$ cat config.mk
export PLATFORM = sky130hd
export DESIGN_NAME = lced_mac
export DESIGN_NICKNAME = d
export VERILOG_FILES = /design/src/sv/lced_pkg.sv /design/src/sv/lced_mac.sv
export SDC_FILE = /design/constraint.sdc
export NUM_CORES = 1
export LEC_CHECK = 0
export BUFFER_PORTS_ARGS = -buffer_cell sky130_fd_sc_hd__buf_2
export CAP_MARGIN = 20
export CORE_ASPECT_RATIO = 0.7
export CORE_UTILIZATION = 58
export DETAILED_ROUTE_END_ITERATION = 8
export PLACE_DENSITY = 0.78
export SLEW_MARGIN = 20
export SYNTH_ARGS = -nofsm -noshare
export SYNTH_HDL_FRONTEND = slang
export SYNTH_SLANG_ARGS = --single-unit
$ cat constraint.sdc
create_clock -name aclk -period 22.4 [get_ports aclk]
set_input_delay 4.48 -clock aclk [delete_from_list [all_inputs] [get_ports aclk]]
set_output_delay 4.48 -clock aclk [all_outputs]
set_load 0.01 [all_outputs]
$ cat src/sv/lced_pkg.sv
package lced_pkg;

    // width of a window fill count (window_length is 7 bits)
    localparam int CNT_W = 7;

    // fractional bits of the squared correlation (Q1.15 squared)
    localparam int FRAC2 = 30;
    localparam int DIV_STEPS = FRAC2 + 1;
    localparam int SQRT_STEPS = FRAC2 / 2 + 1;

    // input commands, carried on tuser
    localparam logic [1:0] CMD_ACT  = 2'd0;
    localparam logic [1:0] CMD_SENT = 2'd1;
    localparam logic [1:0] CMD_CLR  = 2'd2;

    // configuration register indexes
    localparam logic [1:0] REG_WLEN = 2'd0;
    localparam logic [1:0] REG_MIN  = 2'd1;
    localparam logic [1:0] REG_LAG  = 2'd2;
    localparam logic [1:0] REG_THR  = 2'd3;

    typedef enum logic [1:0] {
        WOP_MUL  = 2'd0,
        WOP_SUB  = 2'd1,
        WOP_DIV  = 2'd2,
        WOP_SQRT = 2'd3
    } wide_op_t;

    typedef struct packed {
        logic     start;
        wide_op_t op;
    } wide_req_t;

    typedef enum logic [1:0] {
        MAC_XX = 2'd0,
        MAC_YY = 2'd1,
        MAC_XY = 2'd2
    } mac_sel_t;

    typedef struct packed {
        logic     clr;
        logic     step;
        mac_sel_t sel;
    } mac_ctl_t;

    typedef enum logic [3:0] {
        CS_CSXX = 4'd0,
        CS_SXSX = 4'd1,
        CS_A    = 4'd2,
        CS_CSYY = 4'd3,
        CS_SYSY = 4'd4,
        CS_B    = 4'd5,
        CS_CSXY = 4'd6,
        CS_SXSY = 4'd7,
        CS_M    = 4'd8,
        CS_AB   = 4'd9,
        CS_MM   = 4'd10,
        CS_DIV  = 4'd11,
        CS_SQRT = 4'd12
    } calc_step_t;

    typedef enum logic [8:0] {
        ST_IDLE  = 9'b000000001,
        ST_EVAL  = 9'b000000010,
        ST_LAG   = 9'b000000100,
        ST_ACC   = 9'b000001000,
        ST_FLUSH = 9'b000010000,
        ST_CALC  = 9'b000100000,
        ST_CMP   = 9'b001000000,
        ST_FIN   = 9'b010000000,
        ST_DONE  = 9'b100000000
    } state_t;

endpackage

$ cat src/sv/lced_mac.sv
module lced_mac #(
    parameter int SB = 16
) (
    input  logic                                aclk,
    input  logic                                aresetn,
    input  lced_pkg::mac_ctl_t                  ctl,
    input  logic [SB-1:0]                       x_raw,
    input  logic [SB-1:0]                       y_raw,
    output logic [SB+lced_pkg::CNT_W-1:0]       sx,
    output logic [SB+lced_pkg::CNT_W-1:0]       sy,
    output logic [2*SB+lced_pkg::CNT_W-1:0]     sxx,
    output logic [2*SB+lced_pkg::CNT_W-1:0]     syy,
    output logic [2*SB+lced_pkg::CNT_W-1:0]     sxy
);

    localparam int SW = SB + lced_pkg::CNT_W;
    localparam int QW = 2 * SB + lced_pkg::CNT_W;

    logic [SB-1:0]      xo, yo, mul_a, mul_b;
    logic [2*SB-1:0]    prod;
    logic [2*SB-1:0]    prod_reg;
    logic               pend_reg;
    lced_pkg::mac_sel_t psel_reg;
    logic [SW-1:0]      sx_reg, sy_reg;
    logic [QW-1:0]      sxx_reg, syy_reg, sxy_reg;

    // offset binary: correlation does not change under a shift
    assign xo = {~x_raw[SB-1], x_raw[SB-2:0]};
    assign yo = {~y_raw[SB-1], y_raw[SB-2:0]};

    always_comb begin
        mul_a = (ctl.sel == lced_pkg::MAC_YY) ? yo : xo;
        mul_b = (ctl.sel == lced_pkg::MAC_XX) ? xo : yo;
    end

    assign prod = mul_a * mul_b;

    always_ff @(posedge aclk) begin
        if (!aresetn || ctl.clr) begin
            pend_reg <= 1'b0;
            sx_reg   <= '0;
            sy_reg   <= '0;
            sxx_reg  <= '0;
            syy_reg  <= '0;
            sxy_reg  <= '0;
        end else begin
            pend_reg <= ctl.step;
            if (ctl.step) begin
                prod_reg <= prod;
                psel_reg <= ctl.sel;
                if (ctl.sel == lced_pkg::MAC_XX) begin
                    sx_reg <= sx_reg + SW'(xo);
                end
                if (ctl.sel == lced_pkg::MAC_YY) begin
                    sy_reg <= sy_reg + SW'(yo);
                end
            end
            if (pend_reg) begin
                unique case (psel_reg)
                    lced_pkg::MAC_XX: sxx_reg <= sxx_reg + QW'(prod_reg);
                    lced_pkg::MAC_YY: syy_reg <= syy_reg + QW'(prod_reg);
                    lced_pkg::MAC_XY: sxy_reg <= sxy_reg + QW'(prod_reg);
                    default: ;
                endcase
            end
        end
    end

    assign sx  = sx_reg;
    assign sy  = sy_reg;
    assign sxx = sxx_reg;
    assign syy = syy_reg;
    assign sxy = sxy_reg;

endmodule

* Yosys cells after proc, flatten, opt, wreduce, memory -nomap -nowiden
Index checks and enable logic that the tools add are counted.
Storage, ports and cells: register bits 198, bits in latches 0, memory bits (writable) 0, ROM bits 0, bits of input ports 38, output and inout bits 163, logic and storage cells 32, memories 0
Operators by class: add/subtract/negate cells 5, $mul 1, divide/modulo/power cells 0, $lt $le $gt $ge 0, eq/ne operators 3, shift-type cells 0, mux-type cells 2, bitwise operators 3, reductions and logical operators 10
Operators with widths (count):
- adder 39 x 32 -> 39 bit | 3
- adder 23 x 16 -> 23 bit | 2
- multiplier 16 x 16 -> 32 bit | 1
- two-way mux 16 bit | 2
- AND reduction 2 bit | 6
- == test 2 x 1 -> 1 bit, second input constant | 2
- logical NOT 2 bit | 2
- NOT 1 bit | 3
- == test 2 bit, second input constant | 1
- logical NOT 1 bit | 1
- logical OR 1 bit | 1

* Longest topological paths before layout
depth after elaboration 4, gate-level depth with buffers 28, mapped depth without buffers 25

* Worst setup path after synthesis
Ideal clock, no wire load.
kind input-to-reg, start point input ctl[0] (netlist name), end point register prod_reg[29], data pin, setup time 0.135 ns, arrival 11.240 ns, required time 22.265 ns, path slack 11.025 ns, cell stages on the path 27, buffers on the path 4, path through buf_2 -> nor2b_1 -> buf_2 -> buf_1 -> clkbuf_1 -> mux2i_1 -> nor2_1 -> fa_1 -> inv_1 -> fa_1 -> fa_1 -> fa_1 -> inv_1 -> fa_1 -> inv_1 -> fa_1 -> inv_1 -> ha_1 -> o21a_1 -> nor2_1 -> o21a_1 -> a31o_2 -> o31a_1 -> o21ai_1 -> a21boi_0 -> or4_1 -> nand3_1
Between the ends: word-level cells in the longest chain between the ends 3, elaborated cells on any way between the ends 5, classes of those cells mul (1); eq/ne (1); mux (2); reduce/logical (1)
RTL lines:
- start: declaration | RTL line lced_mac.sv:6 | input lced_pkg::mac_ctl_t ctl,
- == test 2 x 1 -> 1 bit or logical NOT 2 bit (tied branches) | RTL line lced_mac.sv:32, lced_mac.sv:33
- two-way mux 16 bit, on equally long branches | RTL line lced_mac.sv:32, lced_mac.sv:33
- multiplier 16 x 16 -> 32 bit * | RTL line lced_mac.sv:36 | assign prod = mul_a * mul_b;
- via prod[29] | RTL line lced_mac.sv:20 | logic [2*SB-1:0] prod;
- end signal: assignment | RTL line lced_mac.sv:49 | prod_reg <= prod;
- end: declaration | RTL line lced_mac.sv:21 | logic [2*SB-1:0] prod_reg;
The timed path passes the listed nets; every way through them passes the cells marked *. A chain may end at the register's enable or synchronous reset.

* Final worst setup path
start point input ctl[0] (netlist name), end point register prod_reg[28], data pin
The elaborated chain is that of the path after synthesis.

==> metrics.md <==
| Metric | Value |
|---|---|
| Outcome | `complete, no violations` |
| Core area | `38,600 um2` |
| Die Wd | `239 um` |
| Die Y | `between 150 and 200 um` |
| CTS Sinks | `between 150 and 200` |
| Synth area leaders | `fa_1 17%, dfxtp_1 14%, ha_1 13%` |
| Max clock buf depth | `2` |
| Fin crit share | `0.525` |
| Vias in the first global route | `about 20,000` |
| GRT overflow | `0` |
| Setup Viol. Count Final | `0` |
| Post-synth top area share | `0.175` |
| FMAX | `between 80 and 90 MHz` |
| Async SR Flop Fraction | `0` |
| R2R depth | `9` |
| CTS tree | `done` |
| Yosys top cell by area | `fa_1` |
| TritonRoute pass-1 iters | `5` |
| Critical path class | `in -> reg` |
| Die area | `40,100 um2` |
| Worst endpoint data arrival time | `12.03 ns` |
| IO buf count | `200` |
| Initial core utilization | `0.591` |
| R2r startpoint | `prod_reg[12]$_DFFE_PP_` |
| Worst-Margin Slew | `between 1 and 1.5 ns` |
| R2r setup slk | `18.92 ns` |
| Final WL | `between 70,000 and 80,000 um` |
| Min-Delay Endpoint | `syy[14]$_SDFFE_PP0P_` |
| Total Nets Final | `3,371` |
| Warnings, synthesis | `0` |
| Final Max Slew Viols | `0` |
| Worst setup SP type | `input pin` |
| Worst hold path class | `reg -> reg` |
| Global router's overall resource usage | `0.365` |
| Max cap viols | `0` |
| Estimated wirelength of the detail-placed design | `58,900 um` |
| Cell depth of the worst hold path | `2` |
| Crit path time final | `11.75 ns` |
| Io pins | `201` |
| Setup Fix Bufs, Post-CTS | `0` |
| Final setup TNS | `0 ns` |
| Number of buffers and inverters on the critical path | `6` |
| Largest stage delay, worst path | `0.58 ns` |
| FILL cells | `3,421` |
| FF+latch count, synth | `slightly below 200` |
| Logic pwr share | `0.758` |
| Mapped cell area | `22,800 um2` |
| H-tree depth | `4` |
| TritonCTS Buffers | `17` |
| Row cnt | `60` |
| Sw power | `1930 uW` |
| Vias/cell | `6.18` |
| Largest net degree at the start of global routing | `79` |
| Max-slew headroom | `0.295` |
| Power Density | `152 nW/um2` |
| Proportion of layout cells with a drive suffix above 1 | `0.116` |
| Global-route wire length before repair | `113,000 um` |
| RSZ-0062 raised after global routing | `no` |
| Post-synth EDFFs | `34` |
| Initial antenna violation count | `2` |
| Fin util | `0.644` |
| DRC violations left | `0` |
| Fin. Hold Viols | `0` |
| Critical Path RT | `roughly 23 ns` |
| Clk Latency, worst-skew pair | `around 0.46 ns` |
| Final hold slack | `0.473 ns` |
| Sw Ratio | `0.512` |
| Design area | `about 25,000 um2` |
| Fin worst setup slack | `around 11 ns` |
| 1st-iter DRT viols | `around 1,600` |
| Worst-path clk slew | `0.08 ns` |
| WL per Instance | `21.4 um` |
| Post-synthesis sequential area ratio | `0.189` |
| Static leakage | `between 0.01 and 0.015 uW` |
| Clk Tree Root Cell | `clkbuf_16` |
| Peak supply drop | `312 uV` |
| Hold buffers post-CTS | `0` |
| P_int | `approximately 1800 uW` |
| Post-Place Worst Slack | `9.98 ns` |
| Syn Area/Cell | `8.25 um2` |
| Clock network power share | `0.086` |
| Synth-to-Final Area Change | `9.04%` |
| Yosys cell types | `91` |
| Syn nets | `3,231` |
| Routability congestion estimate | `1.00` |
| CP max-delay cell | `nor2b_4` |
| FF-to-FF End | `sxx[37]$_SDFFE_PP0P_` |
| Layout Skew | `about 0.023 ns` |
| CTS resizes | `0` |
| Synth Instances | `2,762` |
| Vias | `21,300` |
| Sequential fraction of design power | `0.157` |
| Prevailing post-synth register cell | `dfxtp_1` |
| Hold_sp | `syy[14]$_SDFFE_PP0P_` |
| CP endpoint kind | `register` |
| Worst Path Max Fanout | `24` |
| Post-route ant nets | `0` |
| Dpl cell area | `24,200 um2` |
| Largest delay share family, worst path | `adder cells` |
| Most frequent CP cell | `fa_1` |
==> power by group through the flow <==
stage | sequential, uW | combinational (uW) | clock, uW
CTS | 583 | 2840 | 325
detailed placement | 591 | 2810 | 0
floorplan | 542 | 2140 | 0
global route | 587 | 3190 | 339
finish | 591 | 2860 | 323
global placement | 591 | 2730 | 0
==> area by class of cell <==
cell class / count / area (um2) / area share
Multi-Input combinational cell: 2179 / 17000 / 0.685
Timing Repair Buffer: 225 / 1210 / 0.0486
Antenna cell: 1 / 2.50 / 0.000101
Tap cell: 527 / 659 / 0.0265
Clock buffer: 19 / 453 / 0.0182
Sequential cell: 198 / 4300 / 0.173
Clock inverter: 13 / 144 / 0.00579
Inverter: 281 / 1050 / 0.0424
==> stage by stage <==
stage | instances | power, uW
2_1_floorplan | 2762 | 2680
3_3_place_gp | 3409 | 3330
3_5_place_dp | 3409 | 3400
4_1_cts | 3441 | 3750
5_1_grt | 3442 | 4120
6_report | 3443 | 3770
==> logic make-up (layout without fill, tap and decap cells) <==
group	count (synthesis)	after routing	share of synthesized area
compound gates	672	672	0.192
simple gates	912	912	0.184
xor+xnor	100	100	0.0384
buf+inv	385	538	0.0654
flops	198	198	0.189
other cells	0	1	0
fa+ha+maj	431	431	0.302
mux	64	64	0.0294
==> Yosys cell counts (all sizes together), types with 9 or more instances <==
cell and number:
ha 232, o21ai 114, nor2b 19, clkbuf 88
and2 13, a21oi 239, nand3 71, edfxtp 34
nor4 16, a21o 75, xor2 49, o31ai 17
or3 25, o21a 45, nand2 382, o21bai 14
a21boi 9, a31oi 24, nor2 222, xnor2 51
buf 16, nand4 33, mux2 24, and3 22
inv 281, a211oi 40, mux2i 40, a211o 16
dfxtp 164, or2 13, or4 10, nor3 35
o211ai 14, nand2b 17, fa 199
==> tightest hold or removal path: stages (launching register included) <==
cell,delay [ns]
dfxtp_1,0.33
nand2_1,0.06
a21oi_1,0.05
==> routing by layer <==
metal | GRT usage | share of wire | vias up
li1 | - | - | 9875
met1 | 0.524 | 0.44 | 10300
met2 | 0.522 | 0.42 | 979
met3 | 0.113 | 0.12 | 141
met4 | 0.111 | 0.030 | 4
met5 | 0 | 0.00056 | -
==> how the worst max path moves through the flow <==
stage,startpoint,to,depth (start not counted)
after floorplan,ctl[0],prod_reg[29]$_DFFE_PP_,27
after global placement,ctl[0],prod_reg[28]$_DFFE_PP_,24
after detailed placement,ctl[0],prod_reg[28]$_DFFE_PP_,24
after CTS,ctl[0],prod_reg[28]$_DFFE_PP_,24
after global routing,ctl[0],prod_reg[28]$_DFFE_PP_,25
final,ctl[0],prod_reg[28]$_DFFE_PP_,25
==> layout by cell type (no fill, tap or decap), drive strengths merged, types with 25 or more instances in the layout <==
master | netlist | routed
o21a | 45 | 45
edfxtp | 34 | 34
inv | 281 | 291
xor2 | 49 | 49
a211oi | 40 | 40
mux2i | 40 | 40
nand2 | 382 | 382
xnor2 | 51 | 51
nor2 | 222 | 222
o21ai | 114 | 114
nand3 | 71 | 71
buf | 16 | 225
nor3 | 35 | 35
fa | 199 | 199
dfxtp | 164 | 164
ha | 232 | 232
or3 | 25 | 25
a21oi | 239 | 239
nand4 | 33 | 33
a21o | 75 | 75
Power figures use the tool's default switching activity.
