## config.mk

```make
export PLATFORM = sky130hd
export DESIGN_NAME = lced_ring
export DESIGN_NICKNAME = d
export VERILOG_FILES = /design/src/sv/lced_ring.sv
export SDC_FILE = /design/constraint.sdc
export NUM_CORES = 1
export LEC_CHECK = 0
export BUFFER_PORTS_ARGS = -buffer_cell sky130_fd_sc_hd__buf_4
export CORE_ASPECT_RATIO = 1.1
export CORE_UTILIZATION = 63
export CTS_BUF_LIST = sky130_fd_sc_hd__clkbuf_16
export DETAILED_ROUTE_END_ITERATION = 12
export PLACE_DENSITY = 0.77
export RECOVER_POWER = 50
export SLEW_MARGIN = 20
export SYNTH_ARGS = -nofsm -noshare
export SYNTH_HDL_FRONTEND = slang
export SYNTH_SLANG_ARGS = --single-unit
```

## constraint.sdc

```tcl
create_clock -name aclk -period 3.3 [get_ports aclk]
set_input_delay 0.66 -clock aclk [delete_from_list [all_inputs] [get_ports aclk]]
set_output_delay 0.66 -clock aclk [all_outputs]
set_load 0.1 [all_outputs]
```

## src/sv/lced_ring.sv

```systemverilog
module lced_ring #(
    parameter int DEPTH = 64,
    parameter int WIDTH = 16
) (
    input  logic                     aclk,
    input  logic                     wr_en,
    input  logic [$clog2(DEPTH)-1:0] wr_addr,
    input  logic [WIDTH-1:0]         wr_data,
    input  logic [$clog2(DEPTH)-1:0] rd_addr,
    output logic [WIDTH-1:0]         rd_data
);

    logic [WIDTH-1:0] mem [DEPTH];

    always_ff @(posedge aclk) begin
        if (wr_en) begin
            mem[wr_addr] <= wr_data;
        end
        rd_data <= mem[rd_addr];
    end

endmodule

```

# After elaboration in Yosys (flattened, before gate mapping)
# Memories as Yosys holds them, arrays and structs flattened. A register that Yosys moved wholly into a read port is not among the register bits.
# Index checks and enable logic that the tools add are counted.
# classes
mux,2
# ops
operator,n
1-bit two-way mux,2
# word_totals
reg_bits,0
ram_bits,1024
in_bits,30
word_cells,3
memories,1
# memory_table
name,words,word_bits,rd,rd_ports_with_merged_regs,wr,line,rtl
mem,64,16,1,1,1,13,logic [WIDTH-1:0] mem [DEPTH];

# Logic depth before layout (Yosys ltp)
# Gate-level depths: netlist (run 1).
# depth
ltp_word,2
depth_mapped,10

# Worst setup path after synthesis (run 1)
# OpenSTA, ideal clock, no wires.
# synth_path
kind,input-to-reg
from,input port wr_addr[3]
to,memory mem[48][0] (enable)
setup_ns,0.409
arrival_ns,2.286
t_required_ns,2.891
slack_ns,0.605
cell_stages,4
path_buffers,1
cell_sequence,clkbuf_1 nor2b_1 nand4b_1 nor3_1
# synth_rtl
element,line,rtl
start: declaration,7,"input logic [$clog2(DEPTH)-1:0] wr_addr,"
end: declaration,13,
# Straight into the memory's write port.

==> results_dict.tcl, run 1 <==
set metrics [dict create \
    status "finished with violations" \
    violations "max-capacitance violations, max-slew violations" \
    path_cells "buf_8 > buf_12 > buf_12 > mux4_2 > a22oi_1 > nand3_1 > and4_1" \
    via_count 19700 \
    diodes 0 \
    synth.distinct_cells 43 \
    setup_viol 0 \
    die_w_um 242 \
    dr.pass1.iters 5 \
    skew_ns 0.0216 \
    antenna_left 0 \
    relSlewSlack_pct -4.40 \
    drtIter0Drc 2232 \
    post-route-period-util_pct 73.7 \
    cp_max_fo 25 \
    critPathSlowestCell "mux4_2" \
    grt_pass1_vias 20000 \
    crit_top_cell "buf_12" \
    coreArea_um2 62600 \
    syn-cell-area_um2 40000 \
    worst_pin_slew_ns 1.57 \
    routed_wl_um 93000 \
    numCtsBuffers 95 \
    critPathArrivalTime_ns 2.97 \
    dieArea_um2 64600 \
    port_buffers 45 \
    worst-setup-path-type "in2reg" \
    synth_top_area_share_pct 76.8 \
    hold_ws_ns 0.569 \
    area_growth_pct 12.2 \
    cpPeakStageDelay_ns 0.53 \
    htreeDepth 3 \
    post_cts_buffers 0 \
    clk_pin_slew_ns 0.07 \
    clock_latency_ns 0.64 \
    slew_viol_final 731 \
    endpoint_kind "flop" \
    critPathRequiredTime_ns 3.84 \
    overflow 0 \
    maxCapViolCount 11 \
    yosys-top-cells-area "edfxtp_1 77%, mux4_2 12%, mux2i_1 2.1%" \
    postSynthRegisterBits 1040 \
    cts.sinks 1040 \
    drc 0 \
    drive_gt1_share_pct 27.2 \
    num_rows 96 \
    io_pins 46 \
    cts.root.buffer_cell "clkbuf_16" \
    antenna_found_initial 3 \
    yosysWarningCount 0 \
    grtUsageTotal_pct 29.5 \
    finalPower_mw 27.0 \
    grt_pass1_wl_um 135000 \
    fillCellCount 3506 \
    crit_family "buffers and inverters" \
    p_leak_nw 14.5 \
    syn_nets 1859 \
    die_h_um 266 \
    yosysSeqAreaShare_pct 77.6 \
    period_minus_slack_ns 2.43 \
    gp_congestion 0.874 \
    cts-resized-gates 0 \
    hold_path_class "in2reg" \
    nNetsFinal 2029 \
    cp.buffers_inverters 3 \
    cts_tree "done" \
    cts-hold-fix-buffers 0 \
    syn_avg_cell_area_um2 21.9 \
    clock_path_buffers 3 \
    wl_per_cell_um 32.0 \
    cp-start-kind "input pin" \
    hold_viol_final 0 \
    syn-instance-count 1829 \
    rsz0062_at_grt "false" \
    setup-tns-final_ns 0 \
    regArea_um2 31100 \
    p_per_area_nw_per_um2 601 \
    initial_utilization_pct 64.0 \
    final_core_util_pct 71.8 \
    vdd_drop_max_v 0.000530 \
    dp_hpwl_um 54300 \
    fmaxAchievable_mhz 411 \
    viasPerCell 6.76 \
    multi_input_area_um2 8250 \
    synth_top_area_cell "edfxtp_1" \
    grt_max_degree 65 \
]
==> layer usage <==
metal	wire length (um)	track usage, %	up-vias
met3	8670	4.42	194
met4	3630	12.4	6
met5	40	0	-
li1	-	-	8006
met2	47700	49.6	1210
met1	32900	39.2	10200
==> flip-flops by register name, summed over array words and instances (netlist names) <==
register	cells
rd_data	16
mem	1024
==> power by group <==
group / switching, mW / internal (mW) / leakage, nW
sequential: 0.0434 / 14.6 / 9.35
clock: 4.65 / 6.06 / 1.59
combinational: 1.06 / 0.531 / 3.55
==> tightest hold or removal path, delay by kind of cell <==
kind / cells / cell delay, ns
buffers and inverters: 1 / 0.16
and+or+nand+nor: 2 / 0.21
==> metrics by stage <==
step | cells | worst slack [ns] | cell area [um^2]
after floorplan | 1829 | 0.605 | 40000
after CTS | 2908 | 0.904 | 45000
after global placement | 2735 | 0.278 | 41900
after global routing | 2908 | 0.844 | 44900
after detailed placement | 2735 | 0.265 | 41900
final | 2908 | 0.868 | 44900
==> placed cells by master (no fill, tap or decap), types with 18 or more instances in the layout <==
cell type / count
buf_12: 18
mux4_2: 220
edfxtp_1: 1024
inv_1: 25
nand3_1: 24
nor2b_1: 30
a22oi_1: 39
mux2i_1: 85
buf_4: 138
nor2_1: 72
clkbuf_16: 101
nand2_1: 59
mux2_2: 27
==> final timing paths <==
| kind | startpoint | to | slack (ns) | cells after the start |
|---|---|---|---|---|
| worst max-delay path | rd_addr[0] | rd_data[12] | 0.87 | 7 |
| worst min-delay path | wr_addr[1] | mem[51][7] | 0.57 | 3 |
| worst max register to register | mem[11][0] | rd_data[0] | 1.14 | 5 |
| worst min register to register | mem[62][5] | rd_data[5] | 0.85 | 5 |
==> synthesized netlist by cell type, drive strengths merged <==
cell type and n:
nand4b 1, nand4 12, or3b 1, and2 2
a41oi 5, a221oi 16, clkbuf 27, edfxtp 1024
a22oi 39, and4 5, nand3b 2, dfxtp 16
nor4 3, or3 1, nor2b 30, a211o 8
a211oi 8, a311oi 8, nor3 2, nand2 60
nor2 74, mux4 224, buf 77, mux2 27
a21oi 17, a221o 6, nand2b 3, a22o 6
mux2i 85, nand3 24, o21ai 8, a31oi 8
==> area by class of cell <==
class / count / share of cell area, %
timing repair buffer: 177 / 3.39
clock inverter: 72 / 1.17
tap: 833 / 2.32
multi-input combinational: 685 / 18.4
clock buffer: 101 / 5.62
sequential: 1040 / 69.1
==> cell families (layout without fill, tap and decap cells) <==
family,Yosys count,after routing,synth area share [%]
buffers and inverters,104,350,1.83
DFF,1040,1040,77.6
and+or+nand+nor,220,220,2.65
muxes,336,336,15.5
AOI/OAI and AO/OA,129,129,2.41
Power figures use the tool's default switching activity.
==> run 2, diff against run 1 <==
==> constraint.sdc (replaced) <==
create_clock -name aclk -period 2.3 [get_ports aclk]
set_input_delay 0.46 -clock aclk [delete_from_list [all_inputs] [get_ports aclk]]
set_output_delay 0.46 -clock aclk [all_outputs]
set_load 0.1 [all_outputs]
==> run 2 against run 1 <==
The flow still finishes with violations (max-capacitance violations, max-slew violations). Critical path depth rose by 1. Register-to-register slack worse by 0.92 ns. Design area up 2.6%. Worst setup slack got worse by 0.66 ns. Worst hold slack got worse by 0.21 ns. Cell count is 4.0% higher. Flip-flop and latch count unchanged. Global-route usage increased by 1.3 points. Sequential power up 44%. Core utilization up 1.9 points. Via count grew 4.0%. Critical endpoint is now rd_data[2]. Largest cell class unchanged. Highest routed layer unchanged.
==> results_dict.tcl, run 2 (synthesis gave the netlist of run 1 again) <==
set metrics [dict create \
    status "finished with violations" \
    violations "max-capacitance violations, max-slew violations" \
    grt_max_degree 65 \
    final_core_util_pct 73.7 \
    num_rows 96 \
    cts_tree "done" \
    maxCapViolCount 7 \
    largest_reg_flops 1024 \
    hold_viol_final 0 \
    dr.pass1.iters 6 \
    via_count 20400 \
    p_leak_nw 15.1 \
    cts-resized-gates 0 \
    critPathSlowestCell "mux4_2" \
    grt_pass1_wl_um 141000 \
    final_common_cell "edfxtp_1" \
    vdd_drop_max_v 0.000610 \
    overflow 0 \
    cts-hold-fix-buffers 0 \
    post_cts_buffers 0 \
    critPathRequiredTime_ns 2.83 \
    dp_hpwl_um 56900 \
    finalPower_mw 39.2 \
    cts.sinks 1040 \
    slew_viol_final 473 \
    initial_utilization_pct 64.0 \
    die_w_um 242 \
    period_minus_slack_ns 2.09 \
    cp_max_fo 16 \
    viasPerCell 6.76 \
    coreArea_um2 62600 \
    p_per_area_nw_per_um2 851 \
    fmaxAchievable_mhz 478 \
    port_buffers 45 \
    numCtsBuffers 95 \
    routed_wl_um 96600 \
    gp_congestion 0.888 \
    grtUsageTotal_pct 30.8 \
    top_register "mem" \
    path_cells "buf_8 > buf_4 > buf_12 > mux4_2 > mux2_2 > nand2_1 > nand4_1 > and4_1" \
    drive_gt1_share_pct 31.1 \
    dp_slack_ns -0.394 \
    nNetsFinal 2142 \
    cts.root.buffer_cell "clkbuf_16" \
    hold_path_class "in2reg" \
    fillCellCount 3338 \
    drtIter0Drc 2673 \
    crit_family "multiplexers" \
    drc 0 \
    area_growth_pct 15.2 \
    antenna_left 0 \
    die_h_um 266 \
    worst-setup-path-type "in2reg" \
    io_pins 46 \
    fin_ws_ns 0.210 \
    endpoint_kind "flop" \
    critPathArrivalTime_ns 2.62 \
    worst_pin_slew_ns 1.66 \
    dieArea_um2 64600 \
    cp-start-kind "input pin" \
    cpPeakStageDelay_ns 0.50 \
    clock_path_buffers 3 \
    clock_latency_ns 0.65 \
    skew_ns 0.0203 \
    grt_pass1_vias 20900 \
    antenna_found_initial 9 \
    rsz0062_at_grt "false" \
    clk_pin_slew_ns 0.06 \
    htreeDepth 3 \
    setup_viol 0 \
    relSlewSlack_pct -11.0 \
    final_cell_mix "1024 x edfxtp_1, 223 x buf_4, 220 x mux4_2" \
    post-route-period-util_pct 90.9 \
    wl_per_cell_um 31.9 \
    cp.buffers_inverters 3 \
    reg_top3 "mem: 1024 flops, rd_data: 16 flops" \
]
[run 2: where the power goes]
group          leakage, nW  switching (mW)  total (mW)  internal (mW)
logic                 4.17            1.59        2.50          0.903
registers             9.35          0.0671        21.1           21.0
clock network         1.59            6.71        15.7           8.96
[run 2: final timing paths]
kind / startpoint / to / slack, ns / cells after the start
setup / recovery: rd_addr[0] / rd_data[2] / 0.21 / 8
hold / removal: wr_addr[2] / mem[54][11] / 0.36 / 3
setup reg to reg: mem[31][10] / rd_data[10] / 0.22 / 5
hold reg to reg: mem[25][12] / rd_data[12] / 0.91 / 4
[run 2: worst reg2reg max path, delay by kind of cell, from the launching register on]
kind,cells,cell delay (ns)
mux,2,0.77
flops,1,0.39
simple gates,3,0.83
[run 2: stage by stage]
stage | setup TNS, ns | std cells | hold WS, ns | instance area [um^2]
final | 0 | 3024 | 0.358 | 46100
after global routing | 0 | 3020 | 0.351 | 46100
after CTS | 0 | 3019 | 0.322 | 46200
after detailed placement | -4.29 | 2848 | 0.866 | 43100
after global placement | -3.71 | 2848 | 0.836 | 43100
after floorplan | -14.63 | 1829 | 0.559 | 40100
[run 2: cell type report]
| class | instances | area [um^2] | share of cell area (%) |
|---|---|---|---|
| Clock buffer | 100 | 2500 | 5.43 |
| Antenna cell | 5 | 12.5 | 0.0271 |
| Multi-Input combinational cell | 685 | 8250 | 17.9 |
| Timing Repair Buffer | 290 | 2660 | 5.76 |
| Sequential cell | 1040 | 31100 | 67.4 |
| Tap cell | 833 | 1040 | 2.26 |
| Clock inverter | 71 | 591 | 1.28 |
[run 2: routing by layer]
layer  global-route usage, %  part of all wire [%]
met3                    5.31                   9.7
met4                    15.1                   5.3
met2                    50.2                    50
met1                    41.1                    35
met5                       0                 0.056
==> run 3, diff against run 2 <==
--- a/config.mk
+++ b/config.mk
@@ -5,12 +5,12 @@
 export SDC_FILE = /design/constraint.sdc
 export NUM_CORES = 1
 export LEC_CHECK = 0
-export BUFFER_PORTS_ARGS = -buffer_cell sky130_fd_sc_hd__buf_4
 export CORE_ASPECT_RATIO = 1.1
 export CORE_UTILIZATION = 63
 export CTS_BUF_LIST = sky130_fd_sc_hd__clkbuf_16
 export DETAILED_ROUTE_END_ITERATION = 12
-export PLACE_DENSITY = 0.77
+export DONT_BUFFER_PORTS = 1
+export PLACE_DENSITY = 0.76
 export RECOVER_POWER = 50
 export SLEW_MARGIN = 20
 export SYNTH_ARGS = -nofsm -noshare
==> run 3 against run 2 <==
The flow still finishes with violations (max-capacitance violations, max-slew violations). Register-to-register slack worse by 0.05 ns. Critical path depth down 3. Total power down 4.0%. Clock skew up 0.0086 ns. First-iteration DRC count down 2.7%. Core utilization down 2.6 points. Wire length down 5.9%. Worst setup slack worse by 0.039 ns. Flip-flop and latch count unchanged. Clock power down 6%. Sequential share of layout area up 2.4 points. Die area unchanged. Critical endpoint is now rd_data[10]. Largest power group unchanged.
==> results_dict.tcl, run 3 (synthesis gave the netlist of run 1 again) <==
set metrics [dict create \
    p_per_area_nw_per_um2 846 \
    rr_worst_depth 5 \
    cts.sinks 1040 \
    drc 0 \
    grt_pass1_wl_um 133000 \
    hold_viol_final 0 \
    clk_pin_slew_ns 0.06 \
    final_common_cell "edfxtp_1" \
    instances_no_fill 2889 \
    final_cell_mix "1024 x edfxtp_1, 220 x mux4_2, 130 x buf_4" \
    relSlewSlack_pct -11.7 \
    nNetsFinal 2010 \
    skew_ns 0.0290 \
    gp_congestion 0.854 \
    worst-setup-path-type "reg2reg" \
    placed_cells 2700 \
    r2r_end "rd_data[10]" \
    reg2reg_from "mem[23][10]" \
    fmaxAchievable_mhz 470 \
    dr.pass1.iters 6 \
    post_cts_buffers 0 \
    critPathRequiredTime_ns 2.84 \
    dieArea_um2 64600 \
    status "finished with violations" \
    num_rows 96 \
    post-route-period-util_pct 92.6 \
    coreArea_um2 62600 \
    routed_wl_um 90900 \
    antenna_left 0 \
    overflow 0 \
    initial_utilization_pct 64.0 \
    drive_gt1_share_pct 25.7 \
    reg2reg_slack_ns 0.17 \
    port_buffers 0 \
    dp_hpwl_um 50800 \
    htreeDepth 3 \
    slew_viol_final 520 \
    period_minus_slack_ns 2.13 \
    clock_path_buffers 3 \
    cp-start-kind "flop" \
    setup_viol 0 \
    wl_per_cell_um 31.5 \
    clock_latency_ns 0.66 \
    reg_top3 "mem: 1024 flops, rd_data: 16 flops" \
    drtIter0Drc 2601 \
    largest_reg_flops 1024 \
    grt_pass1_vias 19400 \
    grtUsageTotal_pct 29.1 \
    cts_tree "done" \
    grt_max_degree 261 \
    antenna_found_initial 2 \
    worst_pin_slew_ns 1.68 \
    cts.root.buffer_cell "clkbuf_16" \
    rsz0062_at_grt "false" \
    hold_start "rd_addr[4]" \
    cp_max_fo 1 \
    numCtsBuffers 95 \
    min_to "rd_data[6]" \
    whs_path_depth 2 \
    area_growth_pct 11.2 \
    final_core_util_pct 71.2 \
    critPathArrivalTime_ns 2.67 \
    top_register "mem" \
    violations "max-capacitance violations, max-slew violations" \
    fillCellCount 3573 \
    p_leak_nw 14.3 \
    cts-resized-gates 0 \
    io_pins 46 \
    die_w_um 242 \
    vdd_drop_max_v 0.000607 \
    via_count 19400 \
    maxCapViolCount 8 \
    endpoint_kind "flop" \
    viasPerCell 6.70 \
    die_h_um 266 \
    hold_path_class "in2reg" \
]
[run 3: how the worst max path moves through the flow]
stage / from / end / cells past startpoint
6_report: mem[23][10] / rd_data[10] / 5
3_5_place_dp: rd_addr[0] / rd_data[5] / 5
4_1_cts: mem[23][10] / rd_data[10] / 5
5_1_grt: mem[22][10] / rd_data[10] / 5
3_3_place_gp: rd_addr[0] / rd_data[5] / 5
2_1_floorplan: wr_addr[5] / mem[39][0] / 4
[run 3: critical path: stages (launching register included)]
cell and delay, ns:
edfxtp_1 0.39, mux4_2 0.52, mux2_2 0.28, nand2_1 0.11, nand4_1 0.39, and4_1 0.35
[run 3: where the power goes]
group	switching, mW	leakage, nW	internal (mW)
clock network	6.54	1.52	8.18
logic	1.16	3.41	0.702
registers	0.0660	9.35	21.0
total	7.77	14.3	29.9
[run 3: timing repair]
action,4_1_cts,5_1_grt
endpoints found under the setup margin,0,0
endpoints found under the hold margin,1024,0
hold buffers,16,0
[run 3: stage by stage]
| stage | setup TNS (ns) | power, mW | instance area (um^2) | setup WS (ns) | hold WS (ns) |
|---|---|---|---|---|---|
| after floorplan | -14.63 | 22.8 | 40100 | -0.118 | 0.559 |
| after global placement | 0 | 22.9 | 41600 | 0.0224 | 0.566 |
| final | 0 | 37.7 | 44500 | 0.170 | 0.0775 |
| after global routing | 0 | 38.6 | 44500 | 0.174 | 0.0670 |
| after CTS | 0 | 37.9 | 44900 | 0.183 | 0.0544 |
| after detailed placement | 0 | 23.0 | 41600 | 0.00732 | 0.562 |
[run 3: cell type report]
class | count | area [um^2] | share of cell area (%)
multi-input cells | 685 | 8250 | 18.5
well taps | 833 | 1040 | 2.34
diodes | 1 | 2.50 | 0.00562
flip-flops and latches | 1040 | 31100 | 69.8
clock inverters | 73 | 422 | 0.947
repair buffers | 158 | 1260 | 2.84
clock buffers | 99 | 2480 | 5.56
[run 3: metal layers]
metal / GRT usage [%] / vias to the layer above / share of wire, %
li1: - / 7969 / -
met1: 39.5 / 10200 / 37
met2: 49.8 / 1082 / 52
met3: 3.65 / 149 / 8.2
met4: 9.25 / 2 / 3.0
met5: 0 / - / 0.024
